`src/hdl/c2pa_pkg.sv`:
```
`timescale 1ns / 1ps
`default_nettype none

package c2pa_pkg;

  localparam int COORD_WIDTH_DEF = 16;
  localparam int ANGLE_STEPS_DEF = 16;

  // coordinates are scaled up before the rotations so that the shifts keep every bit
  localparam int SCALE_SHIFT = 24;
  // angle accumulator, 1/2^20 degree
  localparam int Z_W   = 30;
  localparam int ZFRAC = 20;
  localparam int TABLE_LEN = 24;

  localparam int ANGLE_W  = 17;
  localparam int ANGLE_FRAC = 7;
  localparam int ANGLE_MIN  = -11520;
  localparam int ANGLE_MAX  = 34560;
  localparam int ANGLE_UP   = 11520;
  localparam int ANGLE_HALF = 23040;

  localparam int CFG_INDEX_W = 8;
  localparam logic [CFG_INDEX_W-1:0] CFG_CENTER_X = 8'd0;
  localparam logic [CFG_INDEX_W-1:0] CFG_CENTER_Y = 8'd1;

  typedef struct packed {
    logic dx_zero;
    logic dy_zero;
    logic dy_neg;
    logic dx_neg;
  } c2pa_flags_t;

  // atan(2^-i) in degrees, scaled by 2^20
  function automatic logic signed [Z_W-1:0] atan_entry(input int step);
    logic signed [Z_W-1:0] a;
    case (step)
      0:  a = 30'sd47185920;
      1:  a = 30'sd27855475;
      2:  a = 30'sd14718068;
      3:  a = 30'sd7471121;
      4:  a = 30'sd3750058;
      5:  a = 30'sd1876857;
      6:  a = 30'sd938658;
      7:  a = 30'sd469357;
      8:  a = 30'sd234682;
      9:  a = 30'sd117342;
      10: a = 30'sd58671;
      11: a = 30'sd29335;
      12: a = 30'sd14668;
      13: a = 30'sd7334;
      14: a = 30'sd3667;
      15: a = 30'sd1833;
      16: a = 30'sd917;
      17: a = 30'sd458;
      18: a = 30'sd229;
      19: a = 30'sd115;
      20: a = 30'sd57;
      21: a = 30'sd29;
      22: a = 30'sd14;
      23: a = 30'sd7;
      default: a = '0;
    endcase
    return a;
  endfunction

endpackage

`default_nettype wire

```
`src/hdl/c2pa_cordic_stage.sv`:
```
`timescale 1ns / 1ps
`default_nettype none

module c2pa_cordic_stage import c2pa_pkg::*; #(
  parameter int XY_W = COORD_WIDTH_DEF + SCALE_SHIFT + 4,
  parameter int STEP = 0
) (
  input  logic                   clk,
  input  logic                   rst_n,
  input  logic                   in_valid,
  output logic                   in_ready,
  input  logic signed [XY_W-1:0] x_in,
  input  logic signed [XY_W-1:0] y_in,
  input  logic signed [Z_W-1:0]  z_in,
  input  c2pa_flags_t            flags_in,
  output logic                   out_valid,
  input  logic                   out_ready,
  output logic signed [XY_W-1:0] x_out,
  output logic signed [XY_W-1:0] y_out,
  output logic signed [Z_W-1:0]  z_out,
  output c2pa_flags_t            flags_out
);

  localparam logic signed [Z_W-1:0] STEP_ANGLE = atan_entry(STEP);

  logic                   v_r;
  logic signed [XY_W-1:0] x_r, y_r, x_nxt, y_nxt, xs, ys;
  logic signed [Z_W-1:0]  z_r, z_nxt;
  c2pa_flags_t            flags_r;
  logic                   load;

  // take a beat whenever the slot is empty or drains this cycle
  assign load     = !v_r || out_ready;
  assign in_ready = load;

  always_comb begin
    xs = x_in >>> STEP;
    ys = y_in >>> STEP;
    if (!y_in[XY_W-1]) begin
      x_nxt = x_in + ys;
      y_nxt = y_in - xs;
      z_nxt = z_in + STEP_ANGLE;
    end else begin
      x_nxt = x_in - ys;
      y_nxt = y_in + xs;
      z_nxt = z_in - STEP_ANGLE;
    end
  end

  always_ff @(posedge clk) begin
    if (!rst_n) begin
      v_r <= 1'b0;
    end else if (load) begin
      v_r <= in_valid;
    end
  end

  always_ff @(posedge clk) begin
    if (load && in_valid) begin
      x_r     <= x_nxt;
      y_r     <= y_nxt;
      z_r     <= z_nxt;
      flags_r <= flags_in;
    end
  end

  assign out_valid = v_r;
  assign x_out     = x_r;
  assign y_out     = y_r;
  assign z_out     = z_r;
  assign flags_out = flags_r;

endmodule

`default_nettype wire
```
`config.mk`:
```
export PLATFORM = sky130hd
export DESIGN_NAME = c2pa_cordic_stage
export DESIGN_NICKNAME = d
export VERILOG_FILES = /design/src/hdl/c2pa_pkg.sv /design/src/hdl/c2pa_cordic_stage.sv
export SDC_FILE = /design/constraint.sdc
export NUM_CORES = 1
export LEC_CHECK = 0
export ABC_AREA = 1
export BUFFER_PORTS_ARGS = -buffer_cell sky130_fd_sc_hd__buf_2
export CAP_MARGIN = 20
export CORE_MARGIN = 10
export CORE_UTILIZATION = 53
export DETAILED_ROUTE_END_ITERATION = 8
export PLACE_DENSITY = 0.78
export SKIP_LAST_GASP = 1
export SLEW_MARGIN = 20
export SYNTH_ARGS = -nofsm -noshare
export SYNTH_HDL_FRONTEND = slang
export SYNTH_SLANG_ARGS = --single-unit
```
`constraint.sdc`:
```
create_clock -name clk -period 8.5 [get_ports clk]
set_clock_uncertainty 0.05 [all_clocks]
set_input_delay 1.7 -clock clk [delete_from_list [all_inputs] [get_ports clk]]
set_output_delay 1.7 -clock clk [all_outputs]
set_load 0.02 [all_outputs]
```
* Word-level counts from Yosys, hierarchy flattened
Index checks and enable logic that the tools add are counted.
** Word-level totals
- Register bits :: 123
- Input bits :: 126
- Output and inout port bits :: 124
** Cells by class
- Add/sub/neg operators :: 5
- Multiplexer cells :: 3
- Reductions and logical operators :: 3
** Operator list (count)
- $mux 44 :: 2
- $sub 44x44->44 :: 2
- $add 44x44->44 :: 1
- $add 30x27->30 const B :: 1
- $mux 30 :: 1
- $sub 30x27->30 const B :: 1
- $logic_and 1x1->1 :: 1
- $logic_not 1->1 :: 1
- $logic_or 1x1->1 :: 1

* Longest topological paths before layout
- Depth in word-level cells :: 3
- Mapped depth :: 17

* Worst setup path before layout
OpenSTA, ideal clock, no wires.
- Path type :: input to register
- From :: input port in_valid
- To :: register flags_r, in the netlist flags_out[0], enable pin
- Arrival time :: 7567 ps
- Required time :: 7809 ps
- Path slack :: 242 ps
- Stages :: 2
- Path buffers :: 0
- Path through :: inv_1 -> a21oi_1
** On the way
- Word-level cells in the longest chain between the ends :: 1
** RTL lines
- start: declaration :: line c2pa_cordic_stage.sv:10 : input logic in_valid,
- $logic_and 1x1->1 :: line c2pa_cordic_stage.sv:59 : if (load && in_valid) begin
- end signal: assignment :: line c2pa_cordic_stage.sv:63 : flags_r <= flags_in;
- end: declaration :: line c2pa_cordic_stage.sv:29 : c2pa_flags_t flags_r;
Every way passes these cells.
A chain may end at the register's enable or synchronous reset.

* Worst setup path in the final report
- From :: input port x_in[2]
- To :: register x_r[31] (netlist: x_out[31]), data pin
** On the way
- Word-level cells in the longest chain between the ends :: 2
- Elaborated cells between the ends (all ways) :: 3
** RTL lines
- start: declaration :: line c2pa_cordic_stage.sv:12 : input logic signed [XY_W-1:0] x_in,
- $add 44x44->44 / $sub 44x44->44 (equally long branches) :: line c2pa_cordic_stage.sv:40, c2pa_cordic_stage.sv:44
- $mux 44 * :: line c2pa_cordic_stage.sv:39 : if (!y_in[XY_W-1]) begin
- net x_nxt[31] :: line c2pa_cordic_stage.sv:27 : logic signed [XY_W-1:0] x_r, y_r, x_nxt, y_nxt, xs, ys;
- end signal: assignment :: line c2pa_cordic_stage.sv:60 : x_r <= x_nxt;
- end: declaration :: line c2pa_cordic_stage.sv:27
Mark *: on every way through the listed nets, which the timed path passes. The rest lies on a longest branch.

==> run summary <==
The logs give 16700 sq um for the cell area reported after detailed placement and 2498 for the number of cells produced by synthesis. In the final routed layout, each cell accounts on average for 19.8 microns. In this run the tightest slew margin relative to its limit is 32.4%. The number of nets handed over by synthesis was 2765. Entering global routing, the biggest net connects 79 pins. The cell with the largest stage delay on the worst path is sky130_fd_sc_hd__ha_1.

Counting I/O delays and the setup requirement, the final critical path takes 4.28 ns. The share of the clock period used by the worst path after layout was 50.4%; the share of async-settable or async-resettable flops after synthesis was 0%. After synthesis, the mean cell area works out to 6.12 sq um. Total number of vias: 17281. The post-synthesis cell area is 15300 sq um. The number of placement rows came out at 62. The library cell used most frequently in the layout, excluding fill and tap cells, is sky130_fd_sc_hd__nand2_1.

Of all nets on the critical path, the largest fanout is 10. The tools report the number of gates resized after CTS as 0. The final hold violation count was 0. The signal on the critical path passes through buf_2, inv_1, ha_1, nand2_1, o21ai_2, a21oi_1, o21ai_2, nand2_1, nand2_1, nand2_1, nand3_1, nand2_1. Fill cells in the final layout number 2742. For this design the ratio of total power to cell area is 154 nW/um^2. The die area came out at 36100 sq um. The clock-pin slew on the worst setup and hold paths came out at 0.06 ns.

The tree is rooted in a sky130_fd_sc_hd__clkbuf_16. Data arrives at the worst endpoint at 4.43 ns. The tools report the total design power as 2.66 mW. The tools report the number of detailed-routing iterations run before antenna repair as 6.

For this run, the leading register cell type out of synthesis is sky130_fd_sc_hd__edfxtp_1. TritonCTS built the clock tree. The top cell types in the final layout, fill and taps aside, are sky130_fd_sc_hd__nand2_1, sky130_fd_sc_hd__inv_1, sky130_fd_sc_hd__buf_2, sky130_fd_sc_hd__nand3_1, sky130_fd_sc_hd__nor2_1. Setup repair after global routing left no endpoint under its margin. The final-stage net count is 2978, and the clock net sink count is 122. The number of pins exceeding their max-slew limit in the final report came out at 0.

The chip width is 190 microns, and the initial antenna violation count is 0. 0 antenna diodes ended up in the layout. After routing the design area is 17300 sq um. After the first detailed-routing iteration, the DRC count stood at 1870.

After detailed routing, the number of remaining DRC violations is 0. The via count of the first global-routing pass was 16497; the number of input and output port buffers inserted was 249. The total routed wirelength was 61.6 mm; the synthesis-to-finish area growth was 12.9%.

The HPWL after detailed placement is 51.0 mm, and the share of post-route cells with drive strength above 1 is 14.1%. Derived from the worst setup path, the maximum achievable clock frequency is 233 MHz. The effective utilization at floorplan was 53.4%; the required time reported for the critical path endpoint was 8.65 ns. The distinct cell type count after synthesis was 44.

The number of H-tree branching levels is 4. The logs give 0.116 mV for the largest voltage drop on the vdd net and 92.0 mm for the wire length of the first global-routing pass. For the combined global-route utilization of all metal layers, the log shows 32.9%. During I/O placement, the number of pins put on the boundary was 250.

For this run, the slowest stage of the critical path takes 0.55 ns. The run finished with clean final reports. For this design the static power due to leakage is 9.63 nW. The final-layout worst hold slack is 0.513 ns, and the insertion delay of the later-clocked pin in the worst-skew pair is 0.44 ns. Library cell appearing most often on the critical path: sky130_fd_sc_hd__nand2_1. The total number of yosys warnings was 0. The worst setup path is of the input port to register kind.

The sequential cell area fraction in the yosys report came out at 23.9%. The slew at the pin closest to its max-slew limit was 1.01 ns; the number of nets with antenna violations after detailed routing was 0. Summed over all layers, the global routing overflow is 0. The number of violations of the max-capacitance limit was 0; the routability congestion estimate from global placement was 1.09. STA classifies the critical path endpoint as a register. The logs give 2 for the maximum clock path buffer count and 0 for the count of endpoints failing setup in the final report. The post-detailed-route via-to-cell ratio works out to 5.56. For the area of the placeable core, the log shows 28600 sq um. Nature of the critical path startpoint: an input port. The TritonCTS buffer count is 17, and the number of hold buffers added after cts is 0. The number of enable flip-flop cells after synthesis was 121.

The post-synthesis sequential element count was 122; the number of buffers added for setup after CTS was 0. The min-delay analysis places its worst path in the category register to register. From bottom edge to top edge, the die measures 190 microns. In the final timing run, aggregate negative setup slack is 0 ns.
-- worst max-delay path: cells and delay by family --
kind | cells | cell delay, ns
buffers and inverters | 2 | 0.15
and+or+nand+nor | 6 | 0.73
adders and majority gates | 1 | 0.55
AOI/OAI and AO/OA | 3 | 1.29
-- flip-flops by register name, indices dropped and copies added, names as in the netlist --
name,flops
z_out,30
flags_out,4
out_valid,1
y_out,43
x_out,44
-- where the power goes --
group          total [mW]  internal, mW  switching, mW
registers           0.767         0.750         0.0171
logic                1.09         0.311          0.780
clock network       0.801         0.421          0.380
-- cells by family after synthesis --
logic type,synth area share (%)
flops,23.9
compound gates,9.36
xor+xnor,2.06
simple gates,38.9
mux,0.131
buf+inv,13.9
fa+ha+maj,11.7
-- synthesized netlist by cell type, drive strengths merged, types with 4 or more instances --
cell type | count | area (sq um)
a21oi | 131 | 667
buf | 52 | 372
clkbuf | 8 | 30.0
edfxtp | 121 | 3630
fa | 4 | 80.1
ha | 137 | 1710
inv | 459 | 1720
nand2 | 913 | 3480
nand3 | 232 | 1190
nand3b | 6 | 45.0
nand4 | 20 | 125
nor2 | 233 | 997
nor3 | 11 | 55.1
o211ai | 5 | 57.6
o21ai | 76 | 418
o21bai | 25 | 188
o22ai | 9 | 56.3
or2 | 6 | 37.5
xnor2 | 4 | 35.0
xor2 | 32 | 280
-- stage by stage --
step	util, %	worst slack, ns	std cells
floorplan	-	0.242	2498
global placement	58.2	3.95	3076
detailed placement	58.2	3.93	3076
CTS	60.3	4.37	3108
global route	60.3	4.09	3108
finish	60.3	4.22	3108
-- worst paths after layout --
| kind | start | slack, ns | endpoint | depth (start not counted) |
|---|---|---|---|---|
| max | x_in[2] | 4.22 | x_out[31] | 12 |
| min | out_valid | 0.51 | out_valid | 2 |
| max reg2reg | out_valid | 6.13 | y_out[6] | 3 |
| min reg2reg | out_valid | 0.51 | out_valid | 2 |
-- routing by layer --
layer | vias to the layer above | GRT usage, % | wire (microns) | part of all wire (%)
li1 | 8198 | - | - | -
met1 | 7910 | 42.5 | 25000 | 41
met2 | 1013 | 53.0 | 27600 | 45
met3 | 160 | 4.72 | 6030 | 9.8
met4 | 0 | 16.1 | 2860 | 4.6
met5 | - | 0 | 0 | 0
-- cell type report --
| cell class | instances | area, sq um | area share, % |
|---|---|---|---|
| repair buffers | 254 | 1280 | 7.43 |
| clock buffers | 17 | 425 | 2.46 |
| flip-flops and latches | 122 | 3650 | 21.2 |
| inverters | 460 | 1730 | 10.0 |
| clock inverters | 15 | 175 | 1.01 |
| multi-input cells | 1856 | 9530 | 55.2 |
| well taps | 384 | 480 | 2.78 |
Note: power is estimated with default switching activity, not from simulation.
